===== src/sscf_pkg.sv =====
// ----------------------------------------------------------------------------
// Sieve survivor coprime filter package
// Shared codes, field widths and the control record that travels down the
// cell chain together with each transaction.
// ----------------------------------------------------------------------------
package sscf_pkg;

    localparam int OP_W      = 2;
    localparam int POS_W     = 16;
    localparam int NORM_W    = 8;
    localparam int WORD_W    = 32;
    localparam int COUNT_W   = 17;
    localparam int CFG_IDX_W = 2;
    localparam int CFG_DAT_W = 8;
    localparam int LOGW_W    = 5;

    typedef enum logic [OP_W-1:0] {
        OP_START = 2'd0,
        OP_LOAD  = 2'd1,
        OP_TEST  = 2'd2
    } t_op;

    localparam logic [CFG_IDX_W-1:0] CFG_BOUND_SIDE0    = 2'd0;
    localparam logic [CFG_IDX_W-1:0] CFG_BOUND_SIDE1    = 2'd1;
    localparam logic [CFG_IDX_W-1:0] CFG_LOG_LINE_WIDTH = 2'd2;
    localparam logic [CFG_IDX_W-1:0] CFG_LINE_IS_EVEN   = 2'd3;

    localparam logic [NORM_W-1:0]  REJECT_BYTE     = 8'hFF;
    localparam logic [COUNT_W-1:0] COUNT_MAX       = 17'h1FFFF;
    localparam logic [LOGW_W-1:0]  LOG_WIDTH_RESET = 5'd16;

    typedef struct packed {
        logic              vld;
        t_op               op;
        logic              pass;
        logic              wr;
        logic [NORM_W-1:0] s0;
        logic [COUNT_W-1:0] count;
    } t_ctl;

endpackage


===== src/sscf_cell.sv =====
// ----------------------------------------------------------------------------
// Sieve survivor coprime filter divisor cell
// Holds one divisor pair, captures it from a passing load, and for a passing
// test settles the previous cell's product while forming its own.
// ----------------------------------------------------------------------------
module sscf_cell import sscf_pkg::*; #(
    parameter int K  = 0,
    parameter int IW = 16,
    parameter int CW = 3
) (
    input  logic              i_clk,
    input  logic              i_rst_n,
    input  logic              i_adv,
    input  t_ctl              i_ctl,
    input  logic [IW-1:0]     i_i,
    input  logic [CW-1:0]     i_tag,
    input  logic [WORD_W-1:0] i_inv,
    input  logic [WORD_W-1:0] i_lim,
    input  logic              i_hit,
    input  logic              i_use,
    input  logic [WORD_W-1:0] i_prod,
    input  logic [WORD_W-1:0] i_plim,
    output t_ctl              o_ctl,
    output logic [IW-1:0]     o_i,
    output logic [CW-1:0]     o_tag,
    output logic [WORD_W-1:0] o_inv,
    output logic [WORD_W-1:0] o_lim,
    output logic              o_hit,
    output logic              o_use,
    output logic [WORD_W-1:0] o_prod,
    output logic [WORD_W-1:0] o_plim
);

    logic [WORD_W-1:0]    r_inverse;
    logic [WORD_W-1:0]    r_limit;
    t_ctl                 r_ctl;
    logic [IW-1:0]        r_i;
    logic [CW-1:0]        r_tag;
    logic [WORD_W-1:0]    r_inv;
    logic [WORD_W-1:0]    r_lim;
    logic                 r_hit;
    logic                 r_use;
    logic [WORD_W-1:0]    r_prod;
    logic [WORD_W-1:0]    r_plim;

    logic [IW+WORD_W-1:0] w_full;
    logic                 w_write;

    assign w_full  = {{WORD_W{1'b0}}, i_i} * {{IW{1'b0}}, r_inverse};
    assign w_write = i_adv && i_ctl.vld && (i_ctl.op == OP_LOAD) && i_ctl.wr &&
                     (i_tag == CW'(K));

    always_ff @(posedge i_clk) begin
        if (w_write) begin
            r_inverse <= i_inv;
            r_limit   <= i_lim;
        end
    end

    always_ff @(posedge i_clk) begin
        if (!i_rst_n) begin
            r_ctl.vld <= 1'b0;
        end else if (i_adv) begin
            r_ctl  <= i_ctl;
            r_i    <= i_i;
            r_tag  <= i_tag;
            r_inv  <= i_inv;
            r_lim  <= i_lim;
            r_hit  <= i_hit | (i_use & (i_prod <= i_plim));
            r_use  <= (i_ctl.op == OP_TEST) && (CW'(K) < i_tag);
            r_prod <= w_full[WORD_W-1:0];
            r_plim <= r_limit;
        end
    end

    assign o_ctl  = r_ctl;
    assign o_i    = r_i;
    assign o_tag  = r_tag;
    assign o_inv  = r_inv;
    assign o_lim  = r_lim;
    assign o_hit  = r_hit;
    assign o_use  = r_use;
    assign o_prod = r_prod;
    assign o_plim = r_plim;

endmodule


===== config.mk =====
export PLATFORM = sky130hd
export DESIGN_NAME = sscf_cell
export DESIGN_NICKNAME = d
export VERILOG_FILES = /design/src/sscf_pkg.sv /design/src/sscf_cell.sv
export SDC_FILE = /design/constraint.sdc
export NUM_CORES = 1
export LEC_CHECK = 0
export BUFFER_PORTS_ARGS = -buffer_cell sky130_fd_sc_hd__buf_2
export CORE_MARGIN = 10
export CORE_UTILIZATION = 45
export CTS_CLUSTER_SIZE = 24
export DETAILED_ROUTE_END_ITERATION = 10
export PLACE_DENSITY_LB_ADDON = 0.1
export REMOVE_ABC_BUFFERS = 1
export SETUP_SLACK_MARGIN = 0.4
export SYNTH_ARGS = -nofsm -noshare
export SYNTH_HDL_FRONTEND = slang
export SYNTH_SLANG_ARGS = --single-unit

===== constraint.sdc =====
create_clock -name i_clk -period 9.97 [get_ports i_clk]
set_input_delay 1.994 -clock i_clk [delete_from_list [all_inputs] [get_ports i_clk]]
set_output_delay 1.994 -clock i_clk [all_outputs]
set_load 0.05 [all_outputs]

==> results of run 1 <==
[registers in the layout, indices dropped and copies added (netlist names)]
name and count:
r_limit 32, o_use 1, o_prod 32, o_lim 32, o_plim 32, o_tag 3, o_i 16, o_hit 1
r_inverse 32, o_inv 32, o_ctl 30
[cell type report]
cell class                      count  area [sq um]  share of cell area, %
Clock inverter                     15           194                  0.845
Inverter                          371          1390                   6.07
Tap cell                          585           732                   3.19
Clock buffer                       33           698                   3.04
Multi-Input combinational cell   1038         10800                   47.1
Sequential cell                   243          7290                   31.7
Antenna cell                        3          7.51                 0.0327
Timing Repair Buffer              364          1830                   7.98
[routing by layer]
metal  share of wire [%]  global-route usage, %
met1                  39                   24.9
met2                  49                   35.1
met3                 9.2                   7.43
met4                 2.3                   5.17
met5               0.024                      0
[worst max-delay path: stages]
cell	delay, ps
buf_2	660
nand2_1	180
fa_1	570
inv_1	50
fa_1	530
inv_1	50
fa_1	490
inv_1	50
fa_1	480
fa_1	480
inv_1	50
fa_1	520
inv_1	60
ha_1	330
and4_2	310
nand2_1	90
or3_1	380
o211ai_1	580
nand2_1	190
o211ai_1	240
o211ai_1	140
xnor2_1	140
[stage by stage]
step           hold WS [ps]  util (%)
2_1_floorplan           400         -
3_3_place_gp            400      51.1
3_5_place_dp            405      51.1
4_1_cts                 414      53.2
5_1_grt                 420      53.2
6_report                416      53.2
[cell usage in the layout, fill, tap and decap left out, drive strengths merged, types with 2 or more instances in the layout]
| cell type | Yosys | final |
|---|---|---|
| nand4 | 6 | 6 |
| nor2 | 11 | 11 |
| o21a | 6 | 6 |
| a2111oi | 2 | 2 |
| clkinvlp | 0 | 2 |
| clkinv | 0 | 8 |
| and4 | 2 | 2 |
| nand2 | 245 | 245 |
| inv | 371 | 372 |
| nor2b | 7 | 7 |
| nand3 | 7 | 7 |
| a211oi | 3 | 3 |
| xnor2 | 42 | 42 |
| nor4 | 3 | 3 |
| ha | 97 | 97 |
| clkbuf | 58 | 33 |
| a31oi | 2 | 2 |
| nand2b | 5 | 5 |
| nor3b | 2 | 2 |
| buf | 0 | 364 |
| o21ai | 20 | 20 |
| a21o | 10 | 10 |
| nor3 | 8 | 8 |
| and2 | 173 | 173 |
| or3 | 4 | 4 |
| a211o | 5 | 5 |
| diode | 0 | 3 |
| a21oi | 36 | 36 |
| edfxtp | 242 | 242 |
| or2 | 2 | 2 |
| bufinv | 0 | 4 |
| o21bai | 6 | 6 |
| xor2 | 11 | 11 |
| o211ai | 9 | 9 |
| fa | 304 | 304 |
[power breakdown]
group	internal (mW)	total, mW	switching, mW
Combinational	1.55	3.94	2.40
Sequential	1.39	1.41	0.0226
Clock	0.602	1.02	0.413
[cell families after synthesis]
logic type | count (synthesis) | share of synthesized area (%)
AOI/OAI and AO/OA | 105 | 3.51
xor gates and xnor gates | 53 | 2.36
adders and majority gates | 401 | 37.0
buffers and inverters | 429 | 8.17
DFF | 243 | 37.0
muxes | 1 | 0.0508
and+or+nand+nor | 478 | 11.9
[how the worst max path moves through the flow]
stage                             end  slack (ps)
6_report         o_prod[31]$_DFFE_PP_        1680
5_1_grt          o_prod[31]$_DFFE_PP_        1340
4_1_cts          o_prod[31]$_DFFE_PP_        1810
3_5_place_dp     o_prod[31]$_DFFE_PP_        1210
3_3_place_gp     o_prod[31]$_DFFE_PP_        1290
2_1_floorplan  r_inverse[0]$_DFFE_PP_        2470
==> results.yml, run 1 <==
timing:
  rsz0062_at_grt: "false"
  hold_violations: 0
  final.setup.tns_ps: 0
  clock.fmax_mhz: 121
  relSlewSlack_pct: 36.1
  drv_slew: 0
  worst_pin_slew_ps: 959
  setup_viol: 0
  fin_crit_ps: 8290
  finalCritPeriodShare_pct: 83.2
  fin_ws_ps: 1680
  skew_ps: 11.5
setup_path:
  end_kind: "register"
  reg2reg_depth: 19
  crit_start: "i_i[1]"
  crit_fanout: 32
  rr_endpoint: "o_prod[31]$_DFFE_PP_"
  crit_arrival_ps: 8600
  worstReg2RegStart: "r_inverse[10]$_DFFE_PP_"
  crit_type: "input port to register"
  r2r_slack_ps: 2890
  worst-endpoint-required_ps: 10270
  start_kind: "input port"
hold_path:
  min_path_type: "register to register"
  hp-start: "r_limit[16]$_DFFE_PP_"
  hold_end: "o_plim[16]$_DFFE_PP_"
  holdPathStages: 0
finish:
  drive_gt1_share_pct: 20.1
  stdcell_count: 2652
  postLayoutCellArea_sq_um: 23000
  layout-area-overhead-vs-synth_pct: 16.5
  final_nets: 2628
  fillerInstances: 3939
floorplanning:
  core.rowCount: 76
  die-area_sq_um: 52600
  die_h_microns: 229
  io-pin-count: 361
  start_util_pct: 45.6
  die_w_microns: 229
  coreArea_sq_um: 43200
global_route:
  grt_antenna_before_repair: 5
  grt_max_degree: 66
  grt_pass1_wl_microns: 84800
  grt_pass1_vias: 14600
  overflow: 0
  grt_util_all_layers_pct: 20.8
cts:
  clk_latency_ps: 570
  clockBufferDepth: 3
  cts_htree_levels: 1
  cts_setup_buffers: 0
  clock-root-buffer: "clkbuf_16"
  clk_pin_slew_ps: 60
  cts_hold_buf: 0
  ctsResizeCount: 0
  numCtsBuffers: 27
  cts_tree: "built"
  clock-sinks: 243
pwr:
  p_per_area_nw_per_um2: 277
  design_power_total_mw: 6.37
  ir_drop_uv: 260
  leakage_nw: 10.5
synth:
  synth-async-reset-ratio_pct: 0
  yosys_warnings: 0
  avgSynthCellArea_sq_um: 11.5
  synth-main-ff-cell: "edfxtp_1"
  ys_types: 47
  syn_area_sq_um: 19700
  ys_top_cells_by_area: "edfxtp_1, fa_1, inv_1, ha_1, and2_1"
  netlist_instances: 1710
  yosysSeqAreaShare_pct: 37.0
  synth_edf_count: 242
  synth_top_area_share_pct: 36.9
  ys_ff_latch: 243
  yosysTopAreaCell: "edfxtp_1"
  yosys-top-cells-count: "inv_1, fa_1, nand2_1"
  synth_most_common_cell: "inv_1"
drt:
  viasPerCell: 4.94
  wl_per_cell_microns: 20.6
  drtPass1Iterations: 5
  drc_errors: 0
  finalWirelength_microns: 54600
  drt-initial-drc-count: 652
  antenna_violating_nets_post_route: 0
  vias: 13100
place:
  portBuffers: 360
  dp_hpwl_microns: 41900
  place_congestion: 0.866
  preCtsSetupSlack_ps: 1210
  placed_area_sq_um: 22100
  dp_cells: 2601
run_status:
  status: "finished, final reports clean"
flow_run:
  maxCapViolCount: 0
No activity file was read; power rests on OpenSTA's default activity.
==> run 2: changes to the inputs <==
ABC_AREA = 1   (was unset)
clock period = 7.62 ns   (was 9.97 ns; I/O delays follow)
==> run 2 against run 1 <==
  * Wire length grew 7.2%
  * Combinational power up 34%
  * Global-route usage up 1.1 points
  * Critical path type unchanged
==> results.yml, run 2 <==
drt:
  finalWirelength_microns: 58500
  antenna_violating_nets_post_route: 0
  vias: 14600
  drt-initial-drc-count: 917
  drc_errors: 0
  wl_per_cell_microns: 19.4
  drtPass1Iterations: 5
  viasPerCell: 4.84
floorplanning:
  coreArea_sq_um: 45200
  io-pin-count: 361
  core.rowCount: 78
  die-area_sq_um: 54400
  die_h_microns: 233
  start_util_pct: 45.3
  die_w_microns: 233
finish:
  postLayoutCellArea_sq_um: 23700
  final_nets: 2980
  fillerInstances: 4211
  multiInputGateArea_sq_um: 10600
  stdcell_count: 3021
  layout-area-overhead-vs-synth_pct: 16.0
  final_common_cell: "inv_1"
  layout_common_cells: "inv_1, nand2_1, buf_2, fa_1, edfxtp_1"
  regArea_sq_um: 7290
  drive_gt1_share_pct: 18.3
timing:
  worst_hold_slack_ps: 405
  skew_ps: 26.8
  final.setup.tns_ps: 0
  rsz0062_at_grt: "false"
  hold_violations: 0
  worst_pin_slew_ps: 1050
  finalCritPeriodShare_pct: 90.6
  drv_slew: 0
  fin_crit_ps: 6900
  clock.fmax_mhz: 145
  relSlewSlack_pct: 29.9
  setup_viol: 0
setup_path:
  start_kind: "input port"
  worst-endpoint-required_ps: 7930
  crit_slowest_cell: "fa_1"
  rr_endpoint: "o_prod[23]$_DFFE_PP_"
  r2r_slack_ps: 1320
  critPathMaxStageDelay_ps: 540
  crit_chain: "buf_2, buf_4, nand2_1, fa_1, fa_1, fa_1, fa_1, inv_1, fa_1, inv_1, fa_1, inv_1, ha_1, a21o_1, a31oi_1, o211ai_2, a21oi_2, o21ai_1, nand2_1, nand2_1"
  reg2reg_depth: 21
  crit_fanout: 23
  crit_start: "i_i[1]"
  crit_type: "input port to register"
  crit_arrival_ps: 7220
  end_kind: "register"
  worstReg2RegStart: "r_inverse[7]$_DFFE_PP_"
  crit_path_end: "o_prod[23]$_DFFE_PP_"
  cp_common_cell: "fa_1"
synth:
  yosys_warnings: 0
  syn_area_sq_um: 20500
  ys_ff_latch: 243
  yosysTopAreaCell: "edfxtp_1"
  synth-compound-area-share_pct: 2.81
  ys_types: 45
  ys_top_cells_by_area: "edfxtp_1, fa_1, inv_1, nand2_1, ha_1"
  synth_xor_area_share_pct: 1.15
  synth_fa_ha_area_share_pct: 35.6
  yosysSeqAreaShare_pct: 35.6
  synth-async-reset-ratio_pct: 0
  netlist_instances: 2073
  synth_edf_count: 242
  synth_most_common_cell: "inv_1"
  synth_top_area_share_pct: 35.5
  synth-main-ff-cell: "edfxtp_1"
  yosys-top-cells-count: "inv_1, nand2_1, fa_1"
  avgSynthCellArea_sq_um: 9.88
  synthMuxAreaShare_pct: 0
  synth_top_family_by_area: "adder cells"
  yosys.area_share.simple_pct: 12.3
cts:
  cts_hold_buf: 0
  clock-root-buffer: "clkbuf_16"
  clk_latency_ps: 590
  numCtsBuffers: 28
  cts_tree: "built"
  cts_setup_buffers: 0
  clock-sinks: 243
  cts_htree_levels: 1
  clk_pin_slew_ps: 60
  clockBufferDepth: 3
  ctsResizeCount: 0
place:
  portBuffers: 360
  dp_hpwl_microns: 45600
  dp_cells: 2967
  placed_area_sq_um: 22800
  place_congestion: 0.891
flow_run:
  maxCapViolCount: 0
pwr:
  p_int_mw: 4.40
  ir_drop_uv: 324
  design_power_total_mw: 8.45
  leakage_nw: 12.3
  switching_share_pct: 48.0
  combPwrFrac_pct: 62.6
  clkPwrFrac_pct: 15.6
  power_switching_mw: 4.05
  seqPwrFrac_pct: 21.8
  p_per_area_nw_per_um2: 356
global_route:
  grt_antenna_before_repair: 4
  grt_pass1_vias: 16100
  overflow: 0
  grt_pass1_wl_microns: 91000
  grt_max_degree: 66
  grt_util_all_layers_pct: 21.9
run_status:
  status: "finished, final reports clean"
hold_path:
  min_path_type: "register to register"
==> run 2: through the flow <==
step	setup slack, ps	utilization [%]
2_1_floorplan	591	-
3_3_place_gp	107	50.5
3_5_place_dp	135	50.5
4_1_cts	732	52.5
5_1_grt	485	52.6
6_report	717	52.6
==> run 2: worst min-delay path by stage <==
stage,startpoint,endpoint,slack (ps),cells after the start
global route,r_limit[25]$_DFFE_PP_,o_plim[25]$_DFFE_PP_,410,0
global placement,r_limit[6]$_DFFE_PP_,o_plim[6]$_DFFE_PP_,400,0
finish,r_limit[25]$_DFFE_PP_,o_plim[25]$_DFFE_PP_,410,0
CTS,r_limit[25]$_DFFE_PP_,o_plim[25]$_DFFE_PP_,390,0
floorplan,r_limit[0]$_DFFE_PP_,o_plim[0]$_DFFE_PP_,400,0
detailed placement,r_limit[14]$_DFFE_PP_,o_plim[14]$_DFFE_PP_,400,0
==> run 2: power by group through the flow <==
stage | sequential (mW) | clock (mW) | combinational (mW)
floorplan | 2.29 | 0 | 3.39
global placement | 1.87 | 0 | 5.29
detailed placement | 1.87 | 0 | 5.29
CTS | 1.84 | 1.36 | 5.32
global route | 1.85 | 1.41 | 6.01
finish | 1.84 | 1.32 | 5.29
==> run 2: routing by layer <==
metal  vias to the layer above  share of wire (%)  track usage, %  wire length, microns
met4                         2                2.4            5.66                  1390
met5                         -              0.015               0                     9
met2                       531                 47            35.4                 27500
li1                       6772                  -               -                     -
met3                        91                 11            7.34                  6150
met1                      7231                 40            27.7                 23500
==> run 2: worst max-delay path, delay by kind of cell <==
kind                     cells  cell delay [ps]
adder cells (fa/ha/maj)      7             3340
AO/OA/AOI/OAI                5             1160
buffers and inverters        5              950
AND/OR/NAND/NOR              3              230
==> run 2: kinds of logic (layout without fill, tap and decap cells) <==
| kind of cell | count (synthesis) | after routing |
|---|---|---|
| buf+inv | 675 | 1020 |
| simple gates | 632 | 632 |
| fa+ha+maj | 401 | 401 |
| flops | 243 | 243 |
| compound gates | 95 | 95 |
| xor+xnor | 27 | 27 |
| other cells | 0 | 3 |
==> run 2: cell type report <==
class,count,share of cell area [%]
Antenna cell,3,0.0316
Clock buffer,30,2.98
Clock inverter,21,0.875
Inverter,592,9.38
Multi-Input combinational cell,1155,44.8
Sequential cell,243,30.7
Tap cell,600,3.16
Timing Repair Buffer,377,8.12
==> run 3: changes to the inputs <==
CORE_UTILIZATION = 52   (was 45)
==> run 3 against run 2 <==
  * Clock power hardly changed
  * Setup slack gained 98 ps
  * Critical path type unchanged
  * Sequential cell count is the same
==> results.yml, run 3 (synthesis gave the netlist of run 2 again) <==
finish:
  final_common_cell: "inv_1"
  final_nets: 2982
  layout_common_cells: "inv_1, nand2_1, buf_2, fa_1, edfxtp_1"
  fillerInstances: 3375
  stdcell_count: 2940
  layout-area-overhead-vs-synth_pct: 15.8
  fin_util_pct: 61.1
  drive_gt1_share_pct: 18.5
setup_path:
  cp_common_cell: "fa_1"
  worst-endpoint-required_ps: 7950
  crit_slowest_cell: "fa_1"
  r2r_slack_ps: 1400
  crit_chain: "buf_2, buf_4, nand2_1, fa_1, fa_1, fa_1, fa_1, inv_1, fa_1, inv_1, fa_1, inv_1, ha_1, a21o_1, a31oi_1, o211ai_2, nand2_1, inv_1, nor2_1, inv_1, nand2_1, nand2_1"
  critPathBufInv: 7
  rr_endpoint: "o_prod[31]$_DFFE_PP_"
  crit_fanout: 24
  critical_path.top_delay_family: "adder cells"
  critPathMaxStageDelay_ps: 540
  worstReg2RegStart: "r_inverse[7]$_DFFE_PP_"
  reg2reg_depth: 23
  end_kind: "register"
  crit_type: "input port to register"
  crit_arrival_ps: 7130
  start_kind: "input port"
timing:
  drv_slew: 0
  fin_crit_ps: 6800
  rsz0062_at_grt: "false"
  final.setup.tns_ps: 0
  clock.fmax_mhz: 147
  skew_ps: 15.9
  finalCritPeriodShare_pct: 89.3
  worst_hold_slack_ps: 417
  setup_viol: 0
  worst_pin_slew_ps: 891
  hold_violations: 0
  relSlewSlack_pct: 40.6
drt:
  viasPerCell: 4.99
  drt-initial-drc-count: 874
  wl_per_cell_microns: 19.1
  drtPass1Iterations: 7
  drc_errors: 0
  finalWirelength_microns: 56200
  vias: 14700
  antenna_violating_nets_post_route: 0
pwr:
  seqPwrFrac_pct: 21.9
  combPwrFrac_pct: 62.0
  switching_share_pct: 47.6
  p_int_mw: 4.41
  p_per_area_nw_per_um2: 355
  power_switching_mw: 4.00
  ir_drop_uv: 322
  leakage_nw: 12.3
  clkPwrFrac_pct: 16.1
cts:
  clock-sinks: 243
  clock-root-buffer: "clkbuf_16"
  clk_pin_slew_ps: 70
  cts_setup_buffers: 0
  clk_latency_ps: 570
  ctsResizeCount: 0
  cts_hold_buf: 0
  clockBufferDepth: 3
  cts_tree: "built"
  cts_htree_levels: 1
  numCtsBuffers: 27
global_route:
  overflow: 0
  grt_max_degree: 68
  grt_util_all_layers_pct: 24.0
  grt_antenna_before_repair: 3
  grt_pass1_vias: 15900
  grt_pass1_wl_microns: 88800
place:
  dp_hpwl_microns: 44900
  place_congestion: 0.904
  dp_cells: 2888
  portBuffers: 360
hold_path:
  hold_end: "o_plim[14]$_DFFE_PP_"
  hp-start: "r_limit[14]$_DFFE_PP_"
  holdPathStages: 0
  min_path_type: "register to register"
floorplanning:
  core.rowCount: 72
  coreArea_sq_um: 38800
  die_h_microns: 218
  die_w_microns: 218
  io-pin-count: 361
  start_util_pct: 52.7
  die-area_sq_um: 47700
run_status:
  status: "finished, final reports clean"
flow_run:
  maxCapViolCount: 0
[run 3: worst register-to-register path: cells and delay by family, from the launching register on]
| family | cells | cell delay (ps) |
|---|---|---|
| and+or+nand+nor | 7 | 830 |
| DFF | 1 | 870 |
| adders and majority gates | 7 | 3400 |
| AOI/OAI and AO/OA | 2 | 500 |
| buffers and inverters | 7 | 370 |
[run 3: cell type report]
cell class              instances  area, sq um  area share, %
inverters                     592         2230           9.39
diodes                          2         5.00         0.0211
well taps                     518          648           2.73
clock inverters                21          248           1.05
flip-flops and latches        243         7290           30.7
multi-input cells            1155        10600           44.8
clock buffers                  29          683           2.88
repair buffers                380         1980           8.34
[run 3: power by group through the flow]
stage	registers, mW	logic, mW	clock network (mW)
floorplan	2.29	3.39	0
global placement	1.87	5.23	0
detailed placement	1.87	5.21	0
CTS	1.84	5.24	1.38
global route	1.85	5.93	1.43
finish	1.84	5.22	1.35
[run 3: metal layers]
| layer | part of all wire (%) | global-route usage, % |
|---|---|---|
| met5 | 0.032 | 0 |
| met3 | 11 | 8.04 |
| met1 | 39 | 30.0 |
| met2 | 48 | 39.9 |
| met4 | 1.9 | 4.65 |
[run 3: worst max-delay path by stage]
stage	cells after the start	end	startpoint
2_1_floorplan	2	r_inverse[0]$_DFFE_PP_	i_tag[2]
6_report	22	o_prod[31]$_DFFE_PP_	i_i[1]
5_1_grt	22	o_prod[31]$_DFFE_PP_	i_i[1]
3_5_place_dp	22	o_prod[31]$_DFFE_PP_	i_i[1]
3_3_place_gp	22	o_prod[31]$_DFFE_PP_	i_i[1]
4_1_cts	22	o_prod[31]$_DFFE_PP_	i_i[1]
[run 3: per-stage QoR]
step	instance area [sq um]	worst slack, ps	total power, mW
after floorplan	20100	591	5.67
after global placement	22800	269	7.10
after detailed placement	22800	270	7.08
after CTS	23700	875	8.46
after global routing	23700	546	9.21
final	23700	816	8.41
